[src/rtl/cb32_pkg.sv]
// ----------------------------------------------------------------------------
// cb32_pkg
// Shared sizes, codes and types of the base32 key decoder.
// ----------------------------------------------------------------------------
`default_nettype none

package cb32_pkg;

    localparam int BLOB_BYTES = 76;
    localparam int DIGITS     = (BLOB_BYTES * 8 + 4) / 5;
    localparam int PAD_BITS   = DIGITS * 5 - BLOB_BYTES * 8;
    localparam int FIRST_BITS = 5 - PAD_BITS;
    localparam int DIGIT_W    = $clog2(DIGITS + 1);
    localparam logic [4:0] FIRST_MASK = 5'((1 << FIRST_BITS) - 1);

    localparam int Q_DEPTH = 4;
    localparam int Q_AW    = $clog2(Q_DEPTH);
    localparam int Q_CW    = $clog2(Q_DEPTH + 1);

    localparam logic [1:0] OP_DIGIT   = 2'd0;
    localparam logic [1:0] OP_SKIP    = 2'd1;
    localparam logic [1:0] OP_ILLEGAL = 2'd2;
    localparam logic [1:0] OP_TERM    = 2'd3;

    localparam logic [2:0] ST_OK          = 3'd0;
    localparam logic [2:0] ST_ILLEGAL     = 3'd1;
    localparam logic [2:0] ST_TOO_MANY    = 3'd2;
    localparam logic [2:0] ST_WRONG_COUNT = 3'd3;
    localparam logic [2:0] ST_OVERFLOW    = 3'd4;

    typedef struct packed {
        logic [1:0] kind;
        logic [4:0] val;
        logic       eoi;
    } op_t;

    typedef struct packed {
        logic       is_status;
        logic [7:0] data_byte;
        logic [2:0] status;
        logic       last;
    } res_t;

endpackage

`default_nettype wire

[src/rtl/crockford_base32_key_decoder_unit.sv]
// ----------------------------------------------------------------------------
// crockford_base32_key_decoder_unit
// Streaming decoder of base32 key strings into blob bytes and a status.
// ----------------------------------------------------------------------------
// Takes one key byte per cycle unless stalled; a zero byte ends the key and
// yields one status transfer (tuser high). Data bytes go out most significant
// first, each as soon as eight bits are ready. A held prefix byte that is not
// a prefix is queued as its own operation via the classifier's single write
// port. The decoder retires one queued operation and the output side one
// transfer per cycle, each unless stalled; tlast marks the final transfer
// caused by an input byte. Drop the data bytes unless the status is zero.
`default_nettype none

module crockford_base32_key_decoder_unit
    import cb32_pkg::*;
(
    input  wire logic        clk,
    input  wire logic        rst_n,
    input  wire logic        s_axis_tvalid,
    output logic             s_axis_tready,
    input  wire logic [7:0]  s_axis_tdata,   // [7:0] key_char
    output logic             m_axis_tvalid,
    input  wire logic        m_axis_tready,
    output logic [15:0]      m_axis_tdata,   // [7:0] data_byte, [10:8] status
    output logic             m_axis_tuser,   // [0] is_status
    output logic             m_axis_tlast
);

    logic push;
    op_t  push_op;
    logic q_full;
    logic pop;
    op_t  pop_op;
    logic q_empty;
    res_t out_res;

    cb32_front u_front (
        .clk      (clk),
        .rst_n    (rst_n),
        .in_valid (s_axis_tvalid),
        .in_ready (s_axis_tready),
        .in_char  (s_axis_tdata),
        .push     (push),
        .push_op  (push_op),
        .q_full   (q_full)
    );

    cb32_fifo u_fifo (
        .clk     (clk),
        .rst_n   (rst_n),
        .push    (push),
        .push_op (push_op),
        .full    (q_full),
        .pop     (pop),
        .pop_op  (pop_op),
        .empty   (q_empty)
    );

    cb32_back u_back (
        .clk       (clk),
        .rst_n     (rst_n),
        .q_empty   (q_empty),
        .q_op      (pop_op),
        .pop       (pop),
        .out_valid (m_axis_tvalid),
        .out_ready (m_axis_tready),
        .out_res   (out_res)
    );

    assign m_axis_tdata = {5'd0, out_res.status, out_res.data_byte};
    assign m_axis_tuser = out_res.is_status;
    assign m_axis_tlast = out_res.last;

endmodule

`default_nettype wire

[src/rtl/cb32_fifo.sv]
// ----------------------------------------------------------------------------
// cb32_fifo
// Short operation queue between the front classifier and the back decoder.
// ----------------------------------------------------------------------------
`default_nettype none

module cb32_fifo
    import cb32_pkg::*;
(
    input  wire logic clk,
    input  wire logic rst_n,
    input  wire logic push,
    input  wire op_t  push_op,
    output logic      full,
    input  wire logic pop,
    output op_t       pop_op,
    output logic      empty
);

    op_t              slot_reg [Q_DEPTH];
    logic [Q_AW-1:0]  wr_ptr_reg;
    logic [Q_AW-1:0]  rd_ptr_reg;
    logic [Q_CW-1:0]  count_reg;
    logic [Q_CW-1:0]  count_next;

    assign full   = (count_reg == Q_CW'(Q_DEPTH));
    assign empty  = (count_reg == '0);
    assign pop_op = slot_reg[rd_ptr_reg];

    always_comb
    begin
        count_next = count_reg;
        if (push && !pop)
        begin
            count_next = count_reg + 1'b1;
        end
        else if (pop && !push)
        begin
            count_next = count_reg - 1'b1;
        end
    end

    always_ff @(posedge clk or negedge rst_n)
    begin
        if (!rst_n)
        begin
            wr_ptr_reg <= '0;
            rd_ptr_reg <= '0;
            count_reg  <= '0;
        end
        else
        begin
            count_reg <= count_next;
            if (push)
            begin
                wr_ptr_reg <= wr_ptr_reg + 1'b1;
            end
            if (pop)
            begin
                rd_ptr_reg <= rd_ptr_reg + 1'b1;
            end
        end
    end

    always_ff @(posedge clk)
    begin
        if (push)
        begin
            slot_reg[wr_ptr_reg] <= push_op;
        end
    end

endmodule

`default_nettype wire

[src/rtl/cb32_front.sv]
// ----------------------------------------------------------------------------
// cb32_front
// Accepts key bytes, tracks the optional prefix and classifies each byte
// into a decode operation for the queue.
// ----------------------------------------------------------------------------
`default_nettype none

module cb32_front
    import cb32_pkg::*;
(
    input  wire logic       clk,
    input  wire logic       rst_n,
    input  wire logic       in_valid,
    output logic            in_ready,
    input  wire logic [7:0] in_char,
    output logic            push,
    output op_t             push_op,
    input  wire logic       q_full
);

    localparam logic [1:0] P_START = 2'd0;
    localparam logic [1:0] P_S     = 2'd1;
    localparam logic [1:0] P_S6    = 2'd2;
    localparam logic [1:0] P_BODY  = 2'd3;

    localparam logic [7:0] CH_NUL   = 8'h00;
    localparam logic [7:0] CH_TAB   = 8'h09;
    localparam logic [7:0] CH_SPACE = 8'h20;
    localparam logic [7:0] CH_DASH  = 8'h2D;
    localparam logic [7:0] CH_UNDER = 8'h5F;
    localparam logic [7:0] CH_S     = 8'h53;
    localparam logic [7:0] CH_S_LO  = 8'h73;
    localparam logic [7:0] CH_SIX   = 8'h36;
    localparam logic [7:0] CH_FOUR  = 8'h34;

    localparam logic [4:0] VAL_S   = 5'd25;
    localparam logic [4:0] VAL_SIX = 5'd6;

    // {ok, value}
    function automatic logic [5:0] digit_lookup(input logic [7:0] c);
        logic [7:0] u;
        logic [5:0] r;
        u = c;
        r = '0;
        if (c >= 8'h61 && c <= 8'h7A)
        begin
            u = c - 8'h20;
        end
        if (u >= 8'h30 && u <= 8'h39)
        begin
            r = {1'b1, 5'(u - 8'h30)};
        end
        else if (u >= 8'h41 && u <= 8'h48)
        begin
            r = {1'b1, 5'(u - 8'h41 + 8'd10)};
        end
        else if (u == 8'h49 || u == 8'h4C)
        begin
            r = {1'b1, 5'd1};
        end
        else if (u == 8'h4A || u == 8'h4B)
        begin
            r = {1'b1, 5'(u - 8'h4A + 8'd18)};
        end
        else if (u == 8'h4D || u == 8'h4E)
        begin
            r = {1'b1, 5'(u - 8'h4D + 8'd20)};
        end
        else if (u == 8'h4F)
        begin
            r = {1'b1, 5'd0};
        end
        else if (u >= 8'h50 && u <= 8'h54)
        begin
            r = {1'b1, 5'(u - 8'h50 + 8'd22)};
        end
        else if (u >= 8'h56 && u <= 8'h5A)
        begin
            r = {1'b1, 5'(u - 8'h56 + 8'd27)};
        end
        return r;
    endfunction

    logic [1:0] phase_reg;
    logic [1:0] phase_next;
    logic       left_valid_reg;
    logic       six_pend_reg;
    op_t        cur_hold_reg;

    logic       accept;
    logic       has_ops;
    logic       extra_one;
    logic       extra_two;
    logic [5:0] lookup;
    op_t        cur_op;
    op_t        first_op;
    op_t        s_op;
    op_t        six_op;

    assign in_ready = !left_valid_reg && !q_full;
    assign accept   = in_valid && in_ready;
    assign lookup   = digit_lookup(in_char);
    assign s_op     = '{kind: OP_DIGIT, val: VAL_S, eoi: 1'b0};
    assign six_op   = '{kind: OP_DIGIT, val: VAL_SIX, eoi: 1'b0};

    always_comb
    begin
        cur_op     = '{kind: OP_ILLEGAL, val: 5'd0, eoi: 1'b1};
        if (in_char == CH_NUL)
        begin
            cur_op.kind = OP_TERM;
        end
        else if (in_char == CH_DASH || in_char == CH_SPACE
                 || in_char == CH_TAB || in_char == CH_UNDER)
        begin
            cur_op.kind = OP_SKIP;
        end
        else if (lookup[5])
        begin
            cur_op.kind = OP_DIGIT;
            cur_op.val  = lookup[4:0];
        end
    end

    always_comb
    begin
        phase_next = P_BODY;
        has_ops    = 1'b1;
        extra_one  = 1'b0;
        extra_two  = 1'b0;
        first_op   = cur_op;
        unique case (phase_reg)
            P_START:
            begin
                if (in_char == CH_S || in_char == CH_S_LO)
                begin
                    phase_next = P_S;
                    has_ops    = 1'b0;
                end
            end
            P_S:
            begin
                if (in_char == CH_SIX)
                begin
                    phase_next = P_S6;
                    has_ops    = 1'b0;
                end
                else
                begin
                    first_op  = s_op;
                    extra_one = 1'b1;
                end
            end
            P_S6:
            begin
                if (in_char == CH_FOUR)
                begin
                    has_ops = 1'b0;
                end
                else
                begin
                    first_op  = s_op;
                    extra_two = 1'b1;
                end
            end
            P_BODY:
            begin
            end
        endcase
        if (has_ops && in_char == CH_NUL)
        begin
            phase_next = P_START;
        end
    end

    always_comb
    begin
        push    = 1'b0;
        push_op = first_op;
        if (left_valid_reg)
        begin
            push    = !q_full;
            push_op = six_pend_reg ? six_op : cur_hold_reg;
        end
        else if (accept && has_ops)
        begin
            push = 1'b1;
        end
    end

    always_ff @(posedge clk or negedge rst_n)
    begin
        if (!rst_n)
        begin
            phase_reg      <= P_START;
            left_valid_reg <= 1'b0;
            six_pend_reg   <= 1'b0;
        end
        else
        begin
            if (accept)
            begin
                phase_reg <= phase_next;
                if (extra_one || extra_two)
                begin
                    left_valid_reg <= 1'b1;
                    six_pend_reg   <= extra_two;
                end
            end
            else if (left_valid_reg && !q_full)
            begin
                if (six_pend_reg)
                begin
                    six_pend_reg <= 1'b0;
                end
                else
                begin
                    left_valid_reg <= 1'b0;
                end
            end
        end
    end

    always_ff @(posedge clk)
    begin
        if (accept)
        begin
            cur_hold_reg <= cur_op;
        end
    end

endmodule

`default_nettype wire

[src/rtl/cb32_back.sv]
// ----------------------------------------------------------------------------
// cb32_back
// Runs decode operations: packs 5-bit digits into bytes, tracks errors and
// digit count, and issues data bytes and the final status.
// ----------------------------------------------------------------------------
`default_nettype none

module cb32_back
    import cb32_pkg::*;
(
    input  wire logic clk,
    input  wire logic rst_n,
    input  wire logic q_empty,
    input  wire op_t  q_op,
    output logic      pop,
    output logic      out_valid,
    input  wire logic out_ready,
    output res_t      out_res
);

    logic [DIGIT_W-1:0] total_reg;
    logic [DIGIT_W-1:0] total_next;
    logic [6:0]         bits_reg;
    logic [6:0]         bits_next;
    logic [2:0]         cnt_reg;
    logic [2:0]         cnt_next;
    logic               fdo_reg;
    logic               fdo_next;
    logic [2:0]         err_reg;
    logic [2:0]         err_next;

    logic               h_valid_reg;
    logic               h_closed_reg;
    res_t               h_res_reg;
    logic               o_valid_reg;
    res_t               o_res_reg;

    logic               new_r;
    res_t               r;
    res_t               h_out;
    logic [11:0]        acc;
    logic [3:0]         acc_cnt;
    logic [3:0]         sh;
    logic               o_free;
    logic               op_go;
    logic               h_move;

    assign acc     = {bits_reg, q_op.val};
    assign acc_cnt = 4'(cnt_reg) + 4'd5;
    assign sh      = acc_cnt - 4'd8;

    always_comb
    begin
        new_r      = 1'b0;
        r          = '0;
        total_next = total_reg;
        bits_next  = bits_reg;
        cnt_next   = cnt_reg;
        fdo_next   = fdo_reg;
        err_next   = err_reg;
        unique case (q_op.kind)
            OP_DIGIT:
            begin
                if (err_reg == ST_OK)
                begin
                    if (total_reg >= DIGIT_W'(DIGITS))
                    begin
                        err_next = ST_TOO_MANY;
                    end
                    else
                    begin
                        total_next = total_reg + 1'b1;
                        if (total_reg == '0)
                        begin
                            fdo_next  = |(q_op.val >> FIRST_BITS);
                            bits_next = 7'(q_op.val & FIRST_MASK);
                            cnt_next  = 3'(FIRST_BITS);
                        end
                        else if (acc_cnt >= 4'd8)
                        begin
                            new_r       = 1'b1;
                            r.data_byte = 8'(acc >> sh);
                            cnt_next    = 3'(sh);
                            bits_next   = 7'(acc & ((12'd1 << sh) - 12'd1));
                        end
                        else
                        begin
                            bits_next = acc[6:0];
                            cnt_next  = 3'(acc_cnt);
                        end
                    end
                end
            end
            OP_SKIP:
            begin
            end
            OP_ILLEGAL:
            begin
                if (err_reg == ST_OK)
                begin
                    err_next = ST_ILLEGAL;
                end
            end
            OP_TERM:
            begin
                new_r       = 1'b1;
                r.is_status = 1'b1;
                priority if (err_reg != ST_OK)
                begin
                    r.status = err_reg;
                end
                else if (total_reg != DIGIT_W'(DIGITS))
                begin
                    r.status = ST_WRONG_COUNT;
                end
                else if (fdo_reg)
                begin
                    r.status = ST_OVERFLOW;
                end
                else
                begin
                    r.status = ST_OK;
                end
                total_next = '0;
                bits_next  = '0;
                cnt_next   = '0;
                fdo_next   = 1'b0;
                err_next   = ST_OK;
            end
        endcase
    end

    always_comb
    begin
        h_out      = h_res_reg;
        h_out.last = h_closed_reg;
    end

    assign o_free = !o_valid_reg || out_ready;
    assign op_go  = !q_empty && (!(new_r && h_valid_reg) || o_free);
    assign h_move = h_valid_reg && o_free && (h_closed_reg || (op_go && new_r));
    assign pop    = op_go;

    assign out_valid = o_valid_reg;
    assign out_res   = o_res_reg;

    always_ff @(posedge clk or negedge rst_n)
    begin
        if (!rst_n)
        begin
            total_reg    <= '0;
            bits_reg     <= '0;
            cnt_reg      <= '0;
            fdo_reg      <= 1'b0;
            err_reg      <= ST_OK;
            h_valid_reg  <= 1'b0;
            h_closed_reg <= 1'b0;
            o_valid_reg  <= 1'b0;
        end
        else
        begin
            if (op_go)
            begin
                total_reg <= total_next;
                bits_reg  <= bits_next;
                cnt_reg   <= cnt_next;
                fdo_reg   <= fdo_next;
                err_reg   <= err_next;
            end

            if (op_go && new_r)
            begin
                h_valid_reg  <= 1'b1;
                h_closed_reg <= q_op.eoi;
            end
            else if (h_move)
            begin
                h_valid_reg <= 1'b0;
            end
            else if (op_go && q_op.eoi && h_valid_reg)
            begin
                h_closed_reg <= 1'b1;
            end

            if (h_move)
            begin
                o_valid_reg <= 1'b1;
            end
            else if (out_ready)
            begin
                o_valid_reg <= 1'b0;
            end
        end
    end

    always_ff @(posedge clk)
    begin
        if (op_go && new_r)
        begin
            h_res_reg <= r;
        end
        if (h_move)
        begin
            o_res_reg <= h_out;
        end
    end

endmodule

`default_nettype wire
[config.mk]
export PLATFORM = sky130hd
export DESIGN_NAME = crockford_base32_key_decoder_unit
export DESIGN_NICKNAME = d
export VERILOG_FILES = /design/src/rtl/cb32_pkg.sv /design/src/rtl/crockford_base32_key_decoder_unit.sv /design/src/rtl/cb32_fifo.sv /design/src/rtl/cb32_front.sv /design/src/rtl/cb32_back.sv
export SDC_FILE = /design/constraint.sdc
export NUM_CORES = 1
export LEC_CHECK = 0
export BUFFER_PORTS_ARGS = -buffer_cell sky130_fd_sc_hd__buf_4
export CAP_MARGIN = 0
export CORE_AREA = 2 2 115 117
export CTS_CLUSTER_SIZE = 16
export DETAILED_ROUTE_END_ITERATION = 7
export DIE_AREA = 0 0 117 119
export HOLD_SLACK_MARGIN = 0.08
export PLACE_DENSITY = 0.66
export SLEW_MARGIN = 20
export SYNTH_ARGS = -nofsm -noshare
export SYNTH_HDL_FRONTEND = slang
export SYNTH_SLANG_ARGS = --single-unit
[constraint.sdc]
create_clock -name clk -period 5.3 [get_ports clk]
set_clock_uncertainty 0.1 [all_clocks]
set_input_delay 1.06 -clock clk [delete_from_list [all_inputs] [get_ports clk]]
set_output_delay 1.06 -clock clk [all_outputs]
set_load 0.02 [all_outputs]
==> results of run 1 <==
cell usage after synthesis (3+ instances only):
cell,number
a211oi_1,8
a21o_1,4
a21oi_1,28
a221o_1,3
a22oi_1,3
a31oi_1,8
and2_1,6
buf_1,3
buf_2,4
buf_4,5
clkbuf_1,21
clkinv_1,3
dfrtp_1,34
edfxtp_1,64
ha_1,38
inv_1,29
mux2_2,5
mux2i_1,12
mux4_2,10
nand2_1,47
nand2b_1,7
nand3_1,18
nand4_1,7
nor2_1,58
nor2b_1,10
nor3_1,14
nor3b_1,4
o211ai_1,8
o21a_1,3
o21ai_0,35
o22ai_1,6
o31ai_1,6
or3_1,4
xnor2_1,11
xor2_1,4
worst max-delay path, stage by stage:
cell,delay (ns)
buf_4,0.17
inv_1,0.15
ha_1,0.32
or4b_4,0.59
a31o_1,0.26
nor2_1,0.29
nor2_1,0.13
nor2_1,0.36
nor3_1,0.10
o41ai_1,0.62
o21ai_1,0.26
layer usage:
layer	share of wire [%]	track usage (%)	vias to the layer above
met5	0	0	-
met3	4.0	4.02	32
li1	-	-	2232
met1	42	25.8	2205
met2	50	35.7	153
met4	3.4	10.4	0
metrics by stage:
stage	utilization (%)	power, mW	instances	instance area, sq um
4_1_cts	52.9	3.91	790	6820
3_5_place_dp	50.6	3.23	774	6520
5_1_grt	52.9	4.17	790	6820
2_1_floorplan	-	2.77	605	6260
6_report	52.9	3.88	790	6820
3_3_place_gp	50.6	3.18	774	6520
worst max-delay path by stage:
stage	from	endpoint	cells past startpoint
floorplan	s_axis_tdata[5]	u_fifo.slot_reg[0][1]	12
global placement	s_axis_tdata[1]	u_fifo.slot_reg[0][4]	11
detailed placement	s_axis_tdata[1]	u_fifo.slot_reg[3][4]	11
CTS	s_axis_tdata[1]	u_fifo.slot_reg[3][4]	11
global route	s_axis_tdata[1]	u_fifo.slot_reg[3][4]	11
finish	s_axis_tdata[1]	u_fifo.slot_reg[3][4]	11
where the power goes:
| part | leakage, nW | switching (mW) | internal [mW] |
|---|---|---|---|
| combinational | 1.49 | 1.08 | 0.732 |
| sequential | 1.02 | 0.197 | 1.21 |
| clock | 0.145 | 0.290 | 0.369 |
area by class of cell:
class | count | area [sq um]
tap | 176 | 220
multi-input combinational | 439 | 3190
timing repair buffer | 28 | 210
clock buffer | 9 | 225
fill | 1175 | 6060
inverter | 33 | 124
clock inverter | 7 | 75.1
sequential | 98 | 2770
kinds of logic after synthesis:
kind of cell | after synthesis | share of synthesized area, %
other | 1 | 0.0601
and+or+nand+nor | 198 | 16.2
AOI/OAI and AO/OA | 153 | 17.7
muxes | 29 | 6.80
buffers and inverters | 68 | 4.71
adders and majority gates | 39 | 7.94
DFF | 98 | 44.4
xor gates and xnor gates | 15 | 2.10
==> summary.md, run 1 <==
| Metric | Value |
|---|---|
| Final setup violation count | 0 |
| Setup ws final | 0.925 ns |
| First-pass GRT wire length | 23000 microns |
| Startpoint Class | input port |
| Worst Tran Pin Value | 0.847 ns |
| Post-CTS Setup Bufs | 0 |
| Synth cell types | 90 |
| Cts-stage hold buffer count | 0 |
| Ranking of synthesized cells by area | edfxtp_1 (31%), dfrtp_1 (14%), ha_1 (7.6%) |
| Area grow syn2layout | 9.22% |
| Period utilisation layout | 82.5% |
| Max_cap viols | 0 |
| Initial antenna violation count | 0 |
| Most used DFF post-synth | edfxtp_1 |
| DRT Pass-1 Iters | 5 |
| Synthesized instance count | 601 |
| Gp weighted congestion | between 0.9 and 1 |
| H-tree depth | 3 |
| Worst slew margin | 43.4% |
| Number of global-route vias before repair | 4639 |
| R2r endpoint | u_back.out_res[5] |
| Register-to-register setup slack | approximately 1.3 ns |
| Vias | 4622 |
| Routed WL per cell | approximately 17 microns |
| Post-synth EDFFs | 64 |
| Final Hold Fails | 0 |
| Syn avg cell area | 10.4 sq um |
| Yosys reg bits | 98 |
| Reg2reg start | u_fifo.rd_ptr_reg[0] |
| Antenna-violating nets left | 0 |
| Cell taking the most area after synthesis | edfxtp_1 |
| GR Util All Layers | 21.2% |
| Hold WC Path Type | reg -> reg |
| Status | complete, no violations |
| Crit end category | flop |
| Largest net degree at the start of global routing | 35 |
| Worst EP arrival | 4.33 ns |
| Core Box Area | 0.0129 sq mm |
| Most common cell after layout, fill and taps aside | edfxtp_1 |
| Setup TNS | 0 ns |
| Grt ovf | 0 |
| Final hold slack | 0.319 ns |
| CP Class | in -> reg |
| Nets | 660 |
| Post-Route WL | 13800 microns |
| DRT iter0 DRCs | 488 |
| WP data required | 5.26 ns |
| Post-route DRC | 0 |
| Clock Path Buffers | 2 |
| RSZ-0062 raised after global routing | false |
| I/O pins | 32 |
| Power Density | 569 mW/mm^2 |
| CTS tree | yes |
| Largest register FFs | 32 |
| Port buffer count | 26 |
| Hold path depth | 0 |
| Ys Warns | 0 |
| Pins over their slew limit | 0 |
| Most frequent cells in the layout | edfxtp_1 (64), nor2_1 (58), nand2_1 (47) |
| Hold Path End | u_back.out_res[11] |
| Num CTS Buffers | 9 |
| Area share of the largest cell type after synthesis | 30.8% |
| Register area share after synthesis | 44.4% |
| F_max | between 0.2 and 0.25 GHz |
| Crit path max fanout | 10 |
| Clock transition at the registers of the reported paths | 0.07 ns |
| VDD IR max | roughly 240 uV |
| HPWL after detailed placement | about 10000 microns |
| P_leak | 2.65 nW |
| Die H | 119 microns |
| Initial Util | 48.5% |
| Register-to-Register Path Depth | 8 |
| Number of diodes | 0 |
| Layout cell share with drive strength beyond 1 | about an eighth |
| Overall die width | 117 microns |
| PostCTS Resize Cnt | 0 |
| FP Rows | 42 |
| Min Clock Period, post-route | 4.38 ns |
| CTS Root Buffer Type | clkbuf_16 |
| Async SR Flop Fraction | 34.7% |
| Vias per cell | 5.85 |
| # clock sinks | 98 |
| Die area | 0.0139 sq mm |
| Post-synthesis cell area | 0.00624 sq mm |
| Hold Path Origin | u_back.h_out[11] |
| Pre-CTS WS | 0.668 ns |
| Skew-Pair Late Insertion Delay | 0.36 ns |
Note: power is estimated with default switching activity, not from simulation.
==> inputs of run 2 (changes only) <==
clock period = 4.1 ns   (was 5.3 ns; I/O delays follow)
==> summary.md, run 2 (synthesized netlist as in run 1, its figures left out) <==
| Metric | Value |
|---|---|
| Post-CTS Setup Bufs | 0 (unchanged) |
| Switching part of the total | 40.4% (-0.096 points) |
| Gp weighted congestion | 0.919 (-1.8%) |
| Status | complete, no violations |
| Die area | 0.0139 sq mm (unchanged) |
| P_leak | 2.86 nW (+7.6%) |
| Vias per cell | 5.73 (-2.1%) |
| Slowest CP cell | o41ai_1 |
| Pins over their slew limit | 0 (unchanged) |
| Worst Tran Pin Value | 0.703 ns (-0.145 ns) |
| Worst path top cell family by delay | simple AND/OR/NAND/NOR gates |
| VDD IR max | 298 uV (+27%) |
| Period utilisation layout | 92.2% |
| Cts-stage hold buffer count | 0 (unchanged) |
| Post-Route WL | 14300 microns (+4.0%) |
| Area grow syn2layout | 14.2% |
| HPWL after detailed placement | 11000 microns (+8.0%) |
| Power Density | 710 mW/mm^2 (+25%) |
| Initial Util | 48.5% (unchanged) |
| CP Class | in -> reg |
| FP Rows | 42 (unchanged) |
| Worst EP arrival | 3.76 ns (-0.57 ns) |
| Psw | 2.04 mW (+30%) |
| Gate power share | 48.8% (+2.0 points) |
| GR Util All Layers | 22.2% (+0.97 points) |
| Max_cap viols | 0 (unchanged) |
| Post-Place Cells | 816 (+5.4%) |
| Final Core Density | 55.3% (+2.4 points) |
| Post-route DRC | 0 (unchanged) |
| H-tree depth | 3 (unchanged) |
| Final setup violation count | 0 (unchanged) |
| Clock Path Buffers | 2 (unchanged) |
| RSZ-0062 raised after global routing | false |
| DRT iter0 DRCs | 409 (-16%) |
| WP data required | 4.08 ns (-1.18 ns) |
| # fillers | 1116 (-5.0%) |
| Clock transition at the registers of the reported paths | 0.07 ns (about the same) |
| Crit path max fanout | 7 (-3) |
| Routed WL per cell | 17.2 microns (-1.2%) |
| Die H | 119 microns (unchanged) |
| Number of diodes | 0 (unchanged) |
| Min Clock Period, post-route | 3.78 ns |
| Skew-Pair Late Insertion Delay | 0.35 ns (about the same) |
| Number of global-route vias before repair | 4754 (+2.5%) |
| Most common cell after layout, fill and taps aside | buf_4 |
| Internal power | 3.01 mW (+31%) |
| Antenna-violating nets left | 0 (unchanged) |
| # clock sinks | 98 (unchanged) |
| Crit end category | flop |
| Total power draw | 5.06 mW (+30%) |
| Worst slew margin | 53.1% (+9.7 points) |
| Fin cells | 832 (+5.3%) |
| Port buffer count | 26 (unchanged) |
| Nets | 702 (+6.4%) |
| Final hold slack | 0.317 ns (-0.00232 ns) |
| Sequential share of power | 35.1% (-1.1 points) |
| Largest net degree at the start of global routing | 35 (unchanged) |
| Layout cell share with drive strength beyond 1 | 19.1% (+5.9 points) |
| Final Hold Fails | 0 (unchanged) |
| PostCTS Resize Cnt | 0 (unchanged) |
| Largest register FFs | 32 (unchanged) |
| Buf/Inv on CP | 3 (+1) |
| Num CTS Buffers | 9 (unchanged) |
| Core Box Area | 0.0129 sq mm (unchanged) |
| CTS Root Buffer Type | clkbuf_16 |
| Vias | 4764 (+3.1%) |
| Clk pwr share | 16.0% (-1.0 points) |
| DRT Pass-1 Iters | 5 (unchanged) |
| Overall die width | 117 microns (unchanged) |
| Startpoint Class | input port |
| F_max | 0.265 GHz |
| CP Cell Sequence | buf_4, inv_1, ha_1, nor4b_4, a21oi_1, a21o_1, nor2_1, or2_0, nor2_1, o41ai_1, buf_4, o21ai_1 |
| First-pass GRT wire length | 23900 microns (+3.9%) |
| Worst path max stage delay | 0.52 ns (-0.10 ns) |
| Hold WC Path Type | in -> async |
| Most frequent cells in the layout | buf_4 (70), edfxtp_1 (64), nor2_1 (57) |
| I/O pins | 32 (unchanged) |
| Grt ovf | 0 (unchanged) |
| Initial antenna violation count | 0 (unchanged) |
| CTS tree | yes |
## run 2: worst register-to-register path: stages (launching register included)
cell,delay (ns)
dfrtp_1,0.53
mux4_2,0.62
inv_1,0.11
ha_1,0.29
nand3_2,0.14
a21oi_2,0.26
a31oi_4,0.13
inv_2,0.16
ha_1,0.21
inv_1,0.06
fa_1,0.37
xor2_1,0.17
nor2_1,0.11
xor2_1,0.16
## run 2: final cells by class
| type | count | area (sq um) | area share (%) |
|---|---|---|---|
| Multi-Input combinational cell | 439 | 3190 | 44.8 |
| Sequential cell | 98 | 2770 | 38.9 |
| Timing Repair Buffer | 70 | 526 | 7.38 |
| Clock buffer | 11 | 253 | 3.55 |
| Tap cell | 176 | 220 | 3.09 |
| Inverter | 33 | 124 | 1.74 |
| Clock inverter | 5 | 37.5 | 0.527 |
## run 2: power by group through the flow
stage	sequential (mW)	clock (mW)	combinational [mW]
floorplan	1.75	0	1.83
global placement	1.77	0	2.39
detailed placement	1.80	0	2.46
CTS	1.78	0.830	2.48
global route	1.83	0.873	2.76
finish	1.78	0.810	2.47
## run 2: worst paths after layout
path                                 startpoint  cells after the start  slack [ns]               endpoint
hold / removal                            rst_n                      1        0.32    u_back.total_reg[2]
hold reg to reg                 u_back.h_out[4]                      0        0.33      u_back.out_res[4]
setup reg to reg           u_fifo.rd_ptr_reg[0]                     13        0.61    u_fifo.count_reg[2]
min in group clk                u_back.h_out[4]                      0        0.33      u_back.out_res[4]
max in group asynchronous                 rst_n                      1        3.24   u_fifo.wr_ptr_reg[1]
setup / recovery                s_axis_tdata[1]                     12        0.32  u_fifo.slot_reg[2][4]
## run 2: layer usage
layer	global-route usage, %	part of all wire [%]	vias to the layer above
met4	7.72	2.4	0
met1	27.3	43	2326
li1	-	-	2315
met3	4.83	3.3	20
met2	38.2	51	103
met5	0	0	-
## run 2: per-stage QoR
stage	worst slack [ns]	TNS (ns)	instance area (sq um)
5_1_grt	0.111	0	7120
6_report	0.321	0	7120
2_1_floorplan	0.0758	0	6260
3_3_place_gp	0.106	0	6830
4_1_cts	0.351	0	7120
3_5_place_dp	-0.0142	-0.0566	6830
